--- src/hdl/nsfc_pkg.sv ---
`timescale 1ns / 1ps
`default_nettype none
// ----------------------------------------------------------------------------
// nsfc_pkg
// shared constants, codes and helpers of the nmea sentence framer checker
// ----------------------------------------------------------------------------
package nsfc_pkg;

  // longest line buffer, one slot is kept free as in the framing rule
  localparam int LINE_BYTES = 256;
  localparam int FILL_W     = $clog2(LINE_BYTES);

  localparam int BYTE_W   = 8;
  localparam int VERD_W   = 2;
  localparam int LEN_W    = 8;
  localparam int SUM_W    = 8;
  localparam int TOTAL_W  = 32;
  localparam int OUT_W    = VERD_W + LEN_W + SUM_W + TOTAL_W + 1;
  localparam int OUT_BYTES_W = ((OUT_W + 7) / 8) * 8;

  // characters
  localparam logic [BYTE_W-1:0] CH_DOLLAR = 8'h24;
  localparam logic [BYTE_W-1:0] CH_STAR   = 8'h2A;
  localparam logic [BYTE_W-1:0] CH_LF     = 8'h0A;
  localparam logic [BYTE_W-1:0] CH_CR     = 8'h0D;

  // verdict codes
  localparam logic [VERD_W-1:0] VERD_VALID     = 2'd0;
  localparam logic [VERD_W-1:0] VERD_BAD_COUNT = 2'd1;
  localparam logic [VERD_W-1:0] VERD_BAD_EARLY = 2'd2;
  localparam logic [VERD_W-1:0] VERD_NO_DOLLAR = 2'd3;

  typedef struct packed {
    logic       ok;
    logic [3:0] value;
  } hex_digit_t;

  // decode one ascii hex digit, either case
  function automatic hex_digit_t hex_decode(input logic [BYTE_W-1:0] c);
    hex_digit_t r;
    r.ok    = 1'b0;
    r.value = 4'd0;
    if (c >= 8'h30 && c <= 8'h39) begin
      r.ok    = 1'b1;
      r.value = 4'(c - 8'h30);
    end else if (c >= 8'h41 && c <= 8'h46) begin
      r.ok    = 1'b1;
      r.value = 4'(c - 8'h37);
    end else if (c >= 8'h61 && c <= 8'h66) begin
      r.ok    = 1'b1;
      r.value = 4'(c - 8'h57);
    end
    return r;
  endfunction

endpackage
`default_nettype wire

--- src/hdl/nmea_sentence_framer_checker_unit.sv ---
`timescale 1ns / 1ps
`default_nettype none
// ----------------------------------------------------------------------------
// nmea_sentence_framer_checker_unit
// frames a received nmea 0183 byte stream into lines and checks checksums
// ----------------------------------------------------------------------------
// usage
//   s_axis carries one received byte per item. a dollar sign restarts the
//   line, cr or lf ends it, other bytes are stored until the line is full.
//   each ended non-empty line gives one item on m_axis with its verdict,
//   length, computed xor, the running count of counted bad lines and the
//   locked flag. bytes that do not end a line give no output item.
// throughput and path
//   one byte per cycle while the result register is free or drains. an
//   accepted byte sits in the input register, is framed and checked, and
//   its result is captured in the result register that drives
//   m_axis_tvalid_o. the per-byte line state update is the only loop; it is
//   combinational and closes through the line state registers.
// reset
//   line state, locked flag and bad-line count clear; both channels idle.
// stall
//   a held result blocks the input register; while m_axis_tready_i is low
//   at most one more byte is taken, then s_axis_tready_o drops.
// ----------------------------------------------------------------------------
module nmea_sentence_framer_checker_unit (
  input  wire                                clk_i,
  input  wire                                rst_ni,
  input  wire                                s_axis_tvalid_i,
  output logic                               s_axis_tready_o,
  input  wire  [nsfc_pkg::BYTE_W-1:0]        s_axis_tdata_i,   // [7:0] rx_byte
  output logic                               m_axis_tvalid_o,
  input  wire                                m_axis_tready_i,
  // [1:0] verdict, [9:2] line_len, [17:10] computed_sum,
  // [49:18] bad_total, [50] locked, [55:51] zero
  output logic [nsfc_pkg::OUT_BYTES_W-1:0]   m_axis_tdata_o
);

  localparam int FW = nsfc_pkg::FILL_W;

  // input register
  logic                        in_vld_q;
  logic [nsfc_pkg::BYTE_W-1:0] in_byte_q;
  logic                        advance;

  // line state
  logic [FW-1:0]               fill_q, fill_d;
  logic [nsfc_pkg::SUM_W-1:0]  xor_q, xor_d;
  logic [nsfc_pkg::BYTE_W-1:0] tail0_q, tail0_d, tail1_q, tail1_d, tail2_q, tail2_d;
  logic                        dollar_q, dollar_d;
  logic                        locked_q, locked_d;
  logic [nsfc_pkg::TOTAL_W-1:0] bad_q, bad_d;

  // result register
  logic                          out_vld_q;
  logic                          emit;
  logic [nsfc_pkg::VERD_W-1:0]   verd_d, verd_q;
  logic [nsfc_pkg::LEN_W-1:0]    len_d, len_q;
  logic [nsfc_pkg::SUM_W-1:0]    sum_d, sum_q;

  // per-byte decode
  logic                        is_eol, is_dollar, long_enough, ok;
  logic [FW-1:0]               base_fill;
  logic [nsfc_pkg::SUM_W-1:0]  base_xor, tail_sum;
  logic [nsfc_pkg::BYTE_W-1:0] base_t1, base_t2;
  logic                        base_dollar;
  nsfc_pkg::hex_digit_t        hex_hi, hex_lo;

  // the input register moves on when the result register is free or drains
  assign advance         = in_vld_q && (!out_vld_q || m_axis_tready_i);
  assign s_axis_tready_o = !in_vld_q || advance;

  always_ff @(posedge clk_i or negedge rst_ni) begin
    if (!rst_ni) begin
      in_vld_q <= 1'b0;
    end else if (s_axis_tready_o) begin
      in_vld_q <= s_axis_tvalid_i;
    end
  end

  always_ff @(posedge clk_i) begin
    if (s_axis_tready_o && s_axis_tvalid_i) begin
      in_byte_q <= s_axis_tdata_i;
    end
  end

  always_comb begin
    is_eol    = (in_byte_q == nsfc_pkg::CH_LF) || (in_byte_q == nsfc_pkg::CH_CR);
    is_dollar = (in_byte_q == nsfc_pkg::CH_DOLLAR);

    // checksum check on the stored line, used only at end of line
    long_enough = (fill_q >= FW'(4));
    hex_hi      = nsfc_pkg::hex_decode(tail1_q);
    hex_lo      = nsfc_pkg::hex_decode(tail2_q);
    tail_sum    = xor_q ^ tail0_q ^ tail1_q ^ tail2_q;
    ok          = long_enough && dollar_q && (tail0_q == nsfc_pkg::CH_STAR) &&
                  hex_hi.ok && hex_lo.ok && ({hex_hi.value, hex_lo.value} == tail_sum);

    // a dollar sign starts from a cleared line
    base_fill   = is_dollar ? '0 : fill_q;
    base_xor    = is_dollar ? '0 : xor_q;
    base_t1     = is_dollar ? '0 : tail1_q;
    base_t2     = is_dollar ? '0 : tail2_q;
    base_dollar = is_dollar ? 1'b0 : dollar_q;

    fill_d   = fill_q;
    xor_d    = xor_q;
    tail0_d  = tail0_q;
    tail1_d  = tail1_q;
    tail2_d  = tail2_q;
    dollar_d = dollar_q;
    locked_d = locked_q;
    bad_d    = bad_q;
    emit     = 1'b0;
    verd_d   = nsfc_pkg::VERD_NO_DOLLAR;
    len_d    = nsfc_pkg::LEN_W'(fill_q);
    sum_d    = long_enough ? tail_sum : '0;

    if (is_eol) begin
      if (fill_q != '0) begin
        emit = 1'b1;
        priority if (ok) begin
          locked_d = 1'b1;
          verd_d   = nsfc_pkg::VERD_VALID;
        end else if (dollar_q && locked_q) begin
          bad_d  = bad_q + 1'b1;
          verd_d = nsfc_pkg::VERD_BAD_COUNT;
        end else if (dollar_q) begin
          verd_d = nsfc_pkg::VERD_BAD_EARLY;
        end else begin
          verd_d = nsfc_pkg::VERD_NO_DOLLAR;
        end
        fill_d   = '0;
        xor_d    = '0;
        tail0_d  = '0;
        tail1_d  = '0;
        tail2_d  = '0;
        dollar_d = 1'b0;
      end
    end else if (base_fill < FW'(nsfc_pkg::LINE_BYTES - 1)) begin
      if (base_fill == '0) begin
        dollar_d = is_dollar;
        xor_d    = base_xor;
      end else begin
        dollar_d = base_dollar;
        xor_d    = base_xor ^ in_byte_q;
      end
      tail0_d = base_t1;
      tail1_d = base_t2;
      tail2_d = in_byte_q;
      fill_d  = base_fill + 1'b1;
    end else begin
      // line full: drop the byte and start over
      fill_d   = '0;
      xor_d    = '0;
      tail0_d  = '0;
      tail1_d  = '0;
      tail2_d  = '0;
      dollar_d = 1'b0;
    end
  end

  always_ff @(posedge clk_i or negedge rst_ni) begin
    if (!rst_ni) begin
      fill_q    <= '0;
      xor_q     <= '0;
      tail0_q   <= '0;
      tail1_q   <= '0;
      tail2_q   <= '0;
      dollar_q  <= 1'b0;
      locked_q  <= 1'b0;
      bad_q     <= '0;
      out_vld_q <= 1'b0;
    end else begin
      if (advance) begin
        fill_q   <= fill_d;
        xor_q    <= xor_d;
        tail0_q  <= tail0_d;
        tail1_q  <= tail1_d;
        tail2_q  <= tail2_d;
        dollar_q <= dollar_d;
        locked_q <= locked_d;
        bad_q    <= bad_d;
      end
      if (advance) begin
        out_vld_q <= emit;
      end else if (m_axis_tready_i) begin
        out_vld_q <= 1'b0;
      end
    end
  end

  // result payload, bad count and locked flag read straight from state
  always_ff @(posedge clk_i) begin
    if (advance && emit) begin
      verd_q <= verd_d;
      len_q  <= len_d;
      sum_q  <= sum_d;
    end
  end

  assign m_axis_tvalid_o = out_vld_q;
  assign m_axis_tdata_o  = {(nsfc_pkg::OUT_BYTES_W - nsfc_pkg::OUT_W)'(0),
                            locked_q, bad_q, sum_q, len_q, verd_q};

endmodule
`default_nettype wire

--- config.mk ---
export PLATFORM = sky130hd
export DESIGN_NAME = nmea_sentence_framer_checker_unit
export DESIGN_NICKNAME = d
export VERILOG_FILES = /design/src/hdl/nsfc_pkg.sv /design/src/hdl/nmea_sentence_framer_checker_unit.sv
export SDC_FILE = /design/constraint.sdc
export NUM_CORES = 1
export LEC_CHECK = 0
export BUFFER_PORTS_ARGS = -buffer_cell sky130_fd_sc_hd__buf_2
export CAP_MARGIN = 10
export CORE_MARGIN = 4
export CORE_UTILIZATION = 60
export CTS_BUF_LIST = sky130_fd_sc_hd__clkbuf_4 sky130_fd_sc_hd__clkbuf_8
export DETAILED_ROUTE_END_ITERATION = 8
export GPL_TIMING_DRIVEN = 1
export PLACE_DENSITY = 0.87
export SYNTH_ARGS = -nofsm -noshare
export SYNTH_HDL_FRONTEND = slang
export SYNTH_SLANG_ARGS = --single-unit
export TNS_END_PERCENT = 1
--- constraint.sdc ---
create_clock -name clk_i -period 3.3 [get_ports clk_i]
set_input_delay 0.165 -clock clk_i [delete_from_list [all_inputs] [get_ports clk_i]]
set_output_delay 0.165 -clock clk_i [all_outputs]
set_load 0.05 [all_outputs]
## Word level (Yosys, flattened, before mapping)

Cells that the tools add are included.
W data, S select, Z words.

| operators by class | value |
|---|---|
| equal/unequal tests | 7 |
| muxes and demuxes | 34 |
| add/sub/neg operators | 8 |
| $lt $le $gt $ge | 14 |
| bitwise operators | 5 |
| reductions and logical operators | 28 |

Operators with widths:

| cell | number |
|---|---|
| $mux W8 | 16 |
| $add A32 B1 Y32 const B | 1 |
| $ge A8 B7 Y1 const B | 4 |
| $le A8 B7 Y1 const B | 4 |
| $xor A8 B8 Y8 | 4 |
| $mux W5 | 6 |
| $eq A8 B4 Y1 const B | 2 |
| $eq A8 B6 Y1 const B | 2 |
| $ge A8 B6 Y1 const B | 2 |
| $le A8 B6 Y1 const B | 2 |
| $sub A4 B3 Y4 const B | 4 |
| $logic_and A1 B1 Y1 | 15 |
| $mux W1 | 10 |
| $add A8 B1 Y8 const B | 1 |
| $eq A8 B8 Y1 | 1 |
| $ge A8 B3 Y1 const B | 1 |
| $logic_not A8 Y1 | 1 |
| $lt A8 B8 Y1 const B | 1 |
| $reduce_bool A8 Y1 | 1 |
| $sub A4 B1 Y4 const B | 2 |
| $reduce_and A5 Y1 | 1 |
| $mux W2 | 2 |
| $ne A4 B3 Y1 const B | 1 |
| $reduce_and A2 Y1 | 2 |
| other kinds (7) | 10 |

| word-level totals | value |
|---|---|
| output and inout bits | 58 |
| bits in registers | 102 |
| logic and storage cells | 110 |

## Depth between registers and ports, before layout

| logic depth | value |
|---|---|
| depth after elaboration | 10 |
| mapped depth | 14 |
| mapped depth without buffers | 13 |

## Least setup slack after synthesis

Ideal clock, no wire load.

| path | value |
|---|---|
| path type | reg2reg |
| from | reg in_byte_q[4] (netlist name) |
| to | reg fill_q[4] |
| stages on the path, launching flop included | 14 |
| required time | 3.217 ns |
| period minus slack after synthesis | 3.057 ns |
| slack | 0.243 ns |
| setup time | 0.083 ns |
| arrival | 2.974 ns |
| path through | edfxtp_1 nor3_1 nand4_1 nand2_1 inv_1 ha_1 and3_1 and3_1 nand4_1 nor3b_1 nor2b_1 clkbuf_1 nand2_1 o21ai_0 |

| on the way | value |
|---|---|
| longest elaborated chain between the ends | 5 |
| elaborated cells on any way between the ends | 11 |

RTL lines:

| what | line | text |
|---|---|---|
| from (decl) | nmea_sentence_framer_checker_unit.sv:42 | `logic [nsfc_pkg::BYTE_W-1:0] in_byte_q;` |
| from (signal assigned) | nmea_sentence_framer_checker_unit.sv:82 | `in_byte_q <= s_axis_tdata_i;` |
| $eq A8 B6 Y1 | nmea_sentence_framer_checker_unit.sv:88 | `is_dollar = (in_byte_q == nsfc_pkg::CH_DOLLAR);` |
| $mux W8 | nmea_sentence_framer_checker_unit.sv:99 | `base_fill = is_dollar ? '0 : fill_q;` |
| $add A8 B1 Y8 or $lt A8 B8 Y1 (tied branches) | nmea_sentence_framer_checker_unit.sv:150, nmea_sentence_framer_checker_unit.sv:139 |  |
| $mux W8 | nmea_sentence_framer_checker_unit.sv:139 | `end else if (base_fill < FW'(nsfc_pkg::LINE_BYTES - 1)) begin` |
| $mux W8 | nmea_sentence_framer_checker_unit.sv:118 | `if (is_eol) begin` |
| to (signal assigned) | nmea_sentence_framer_checker_unit.sv:175 | `fill_q <= fill_d;` |
| to (decl) | nmea_sentence_framer_checker_unit.sv:46 | `logic [FW-1:0] fill_q, fill_d;` |

Parallel ways exist; a longest one is shown, timed or not.
A chain may end at the register's enable or synchronous reset.

## Worst setup path in the final report

| path | value |
|---|---|
| from | reg tail2_q[0] (netlist name) |
| to | reg bad_q[29] (netlist name) |

| on the way | value |
|---|---|
| longest elaborated chain between the ends | 9 |
| elaborated cells on any way between the ends | 21 |

RTL lines:

| what | line | text |
|---|---|---|
| from (decl) | nmea_sentence_framer_checker_unit.sv:48 | `logic [nsfc_pkg::BYTE_W-1:0] tail0_q, tail0_d, tail1_q, tail1_d, tail2_q, tail2_d;` |
| from (signal assigned) | nmea_sentence_framer_checker_unit.sv:179 | `tail2_q <= tail2_d;` |
| $ge A8 B7 Y1 or $le A8 B7 Y1 (tied branches) | nsfc_pkg.sv:49 | `end else if (c >= 8'h61 && c <= 8'h66) begin` |
| $logic_and A1 B1 Y1 | nsfc_pkg.sv:49 |  |
| $mux W5 | nsfc_pkg.sv:49 |  |
| $mux W5 | nsfc_pkg.sv:46 | `end else if (c >= 8'h41 && c <= 8'h46) begin` |
| $mux W5 | nsfc_pkg.sv:43 | `if (c >= 8'h30 && c <= 8'h39) begin` |
| $eq A8 B8 Y1 or $logic_and A1 B1 Y1 (tied branches) | nmea_sentence_framer_checker_unit.sv:96 | `hex_hi.ok && hex_lo.ok && ({hex_hi.value, hex_lo.value} == tail_sum);` |
| $logic_and A1 B1 Y1 * | nmea_sentence_framer_checker_unit.sv:96 |  |
| $not A1 Y1 (no line) * | - |  |
| $reduce_and A5 Y1 (no line) * | - |  |
| to (signal assigned) | nmea_sentence_framer_checker_unit.sv:171 | `bad_q <= '0;` |
| to (signal assigned) | nmea_sentence_framer_checker_unit.sv:182 | `bad_q <= bad_d;` |
| to (decl) | nmea_sentence_framer_checker_unit.sv:51 | `logic [nsfc_pkg::TOTAL_W-1:0] bad_q, bad_d;` |

Mark *: on every way between the ends. The rest lies on a longest branch, timed or not.

==> flow_summary.ini <==
[status]
status = finished clean

[route]
detail-route-antenna-nets = 0
vias_per_cell = 6.09
wire_per_inst_um = 17.0
route.vias.total = 4065
wl_um = 11300
drc = 0
drt_first_pass_iters = 5
drtIter0Drc = 286

[sta]
worstMarginPinSlew_ns = 0.892
fmax_ghz = 0.324
drv_slew = 0
final-hold-violation-count = 0
timing.final.ws_setup_ns = 0.215
fin_skew_ns = 0.0114
setup_viol = 0
fin_crit_ns = 3.08
rsz0062_at_grt = no
finalSetupTns_ns = 0
slew_headroom = 0.406
fin_crit_sh = 0.935

[synthesis]
synth_top_family_by_area = simple AND/OR/NAND/NOR gates
synth_edf_count = 26
yosys-top-cells-area = dfrtp_1 37%, edfxtp_1 15%, xor2_1 5.6%
netlist.area_leader.share = 0.372
synth_simple_gate_area_share = 0.196
yosysTopAreaCell = dfrtp_1
ys_seq_elements = 102
synth_cell_types = 56
synth_xor_area_frac = 0.101
synth_adder_area_share = 0.0220
postSynth.asyncResetShare = 0.745
netlist_area_mm2 = 0.00512
syn_avg_cell_area_um2 = 10.7
synth_compound_area_frac = 0.115
syn_inst = 477
yosys_most_used_dff = dfrtp_1
synth_warnings = 0
synthMuxAreaShare = 0.00293
synth.yosys.seq_area_share = 0.524

[power_and_ir_drop]
switchingPower_uw = 985
power_density_mw_per_mm2 = 511
intPower_mw = 2.02
p_leak_nw = 2.73
power.share.clock = 0.245
swShare = 0.328
max-vdd-ir-drop_mv = 0.354
p_seq_frac = 0.517
p_comb_frac = 0.239

[worst_setup_path]
r2r.worst_path.cells = 11
cp.arrival_ns = 3.32
end_kind = flip-flop
required_ns = 3.53
r2r_end = bad_q[29]$_DFFE_PN0P_
cp_max_fo = 15
start_kind = flip-flop
r2r_start = tail2_q[0]$_DFFE_PN0P_
path_class = reg2reg
rrSetupSlack_ns = 0.22

[floorplanning]
die_w_um = 100
core-area_mm2 = 0.00826
die_area_mm2 = 0.0101
die_h_um = 100
io_pins = 70
start_util = 0.620
num_rows = 33

[grt]
antenna_found_initial = 0
gr-total-overflow = 0
grt_pass1_wl_um = 19200
grtUsageTotal = 0.238
grt_start_max_net_pins = 43
grt_pass1_vias = 3959

[cts]
clk_path_buf_depth = 2
cts.sinks = 102
path_clk_slew_ns = 0.10
clock_latency_ns = 0.37
cts-root-buf = clkbuf_8
post_cts_buffers = 0
numCtsBuffers = 9
htree_levels = 3
cts_tree = done

[min_path]
min_to = in_vld_q$_DFFE_PN0N_
hold_class = in2reg
hold_depth = 3
min_from = m_axis_tready_i

[placement]
gp_congestion = 0.894
port_buffers = 64
post-dp-hpwl_um = 8170
dp_worst_setup_slack_ns = 0.00935

[final_layout]
n_antenna_cell = 0
area_growth_syn_to_layout_pct = 14.9
nFillCells = 588
final_common_cell = dfrtp_1
final_cell_mix = 75 x dfrtp_1, 64 x buf_2, 46 x nand2_1
drive_gt1_frac = 0.203
final_nets = 578
multiInputGateArea_mm2 = 0.00228
seq_area_mm2 = 0.00268

[run]
max_cap_viol_count = 0
## layer usage
| metal | part of all wire | vias to the layer above | track usage | routed length, um |
|---|---|---|---|---|
| met5 | 0 | - | 0 | 0 |
| met4 | 0.018 | 0 | 0.0850 | 201 |
| met3 | 0.064 | 25 | 0.0466 | 729 |
| met2 | 0.50 | 166 | 0.389 | 5630 |
| met1 | 0.42 | 1987 | 0.316 | 4780 |
| li1 | - | 1887 | - | - |
## critical path, stage by stage, from the launching register on
cell      delay (ns)
dfrtp_2         0.48
inv_1           0.15
ha_1            0.22
or3b_1          0.39
and3_1          0.26
nand2b_1        0.11
a31oi_1         0.08
or4b_4          0.54
nor4_4          0.25
buf_6           0.22
nor4_1          0.09
xor2_1          0.17
## power by group through the flow
stage | clock network, mW | logic [mW] | registers [mW]
CTS | 0.754 | 0.718 | 1.55
global placement | 0 | 0.680 | 1.57
global route | 0.812 | 0.796 | 1.57
detailed placement | 0 | 0.704 | 1.57
floorplan | 0 | 0.550 | 1.53
finish | 0.736 | 0.717 | 1.55
## stage by stage
stage	hold WS [ns]	cells	power [mW]	util	instance area, um^2
final	0.108	667	3.01	0.712	5880
after global routing	0.108	667	3.18	0.712	5880
after CTS	0.0927	667	3.02	0.709	5860
after detailed placement	0.343	641	2.28	0.674	5560
after global placement	0.337	641	2.25	0.674	5560
after floorplan	-0.131	481	2.08	-	5130
## synthesized netlist by cell type, drive strengths merged, types with 2 or more instances
cell type   n
a21o        2
a21oi      14
a22o       20
a31o        2
a31oi       4
and2        3
and3        8
buf        13
clkbuf     14
dfrtp      76
edfxtp     26
ha          9
inv        10
nand2      46
nand2b      4
nand3      14
nand3b      2
nand4      16
nor2       22
nor2b       3
nor3       15
nor3b       7
nor4       19
nor4b       8
o21a        2
o21ai      34
o21bai      3
or4b        2
xnor2      26
xor2       33
## final cells by class
cell class | instances | area share
Inverter | 10 | 0.00638
Multi-Input combinational cell | 342 | 0.387
Timing Repair Buffer | 92 | 0.0957
Clock buffer | 9 | 0.0211
Clock inverter | 7 | 0.0111
Tap cell | 105 | 0.0223
Sequential cell | 102 | 0.456
## state kept, by name, indices dropped and copies added, names as in the netlist, 2 cells and up
name	count
fill_q	8
sum_q	8
tail2_q	8
tail1_q	8
in_byte_q	8
bad_q	32
tail0_q	8
xor_q	8
len_q	8
verd_q	2
## timing repair
action | CTS | global route
hold buffers | 10 | 0
endpoints found under the hold margin | 47 | 0
setup endpoints to repair | 2 | 43
pin swaps | 0 | 1
cloned | 0 | 0
gates resized for setup | 1 | 8
## kinds of logic after synthesis
logic type,Yosys count
fa+ha+maj,9
compound gates,90
flops,102
xor+xnor,59
simple gates,178
other cells,1
mux,1
buf+inv,37
## worst max path at each step
| stage | from | end | slack [ns] | cells after the start |
|---|---|---|---|---|
| 5_1_grt | in_byte_q[7]$_DFFE_PP_ | xor_q[6]$_DFFE_PN0P_ | 0.03 | 13 |
| 2_1_floorplan | in_byte_q[4]$_DFFE_PP_ | fill_q[4]$_DFFE_PN0P_ | 0.24 | 13 |
| 6_report | tail2_q[0]$_DFFE_PN0P_ | bad_q[29]$_DFFE_PN0P_ | 0.22 | 11 |
| 4_1_cts | in_byte_q[7]$_DFFE_PP_ | xor_q[1]$_DFFE_PN0P_ | 0.11 | 13 |
| 3_3_place_gp | tail2_q[1]$_DFFE_PN0P_ | bad_q[13]$_DFFE_PN0P_ | 0.20 | 11 |
| 3_5_place_dp | in_byte_q[7]$_DFFE_PP_ | xor_q[6]$_DFFE_PN0P_ | 0.009 | 13 |
Power figures use the tool's default switching activity.
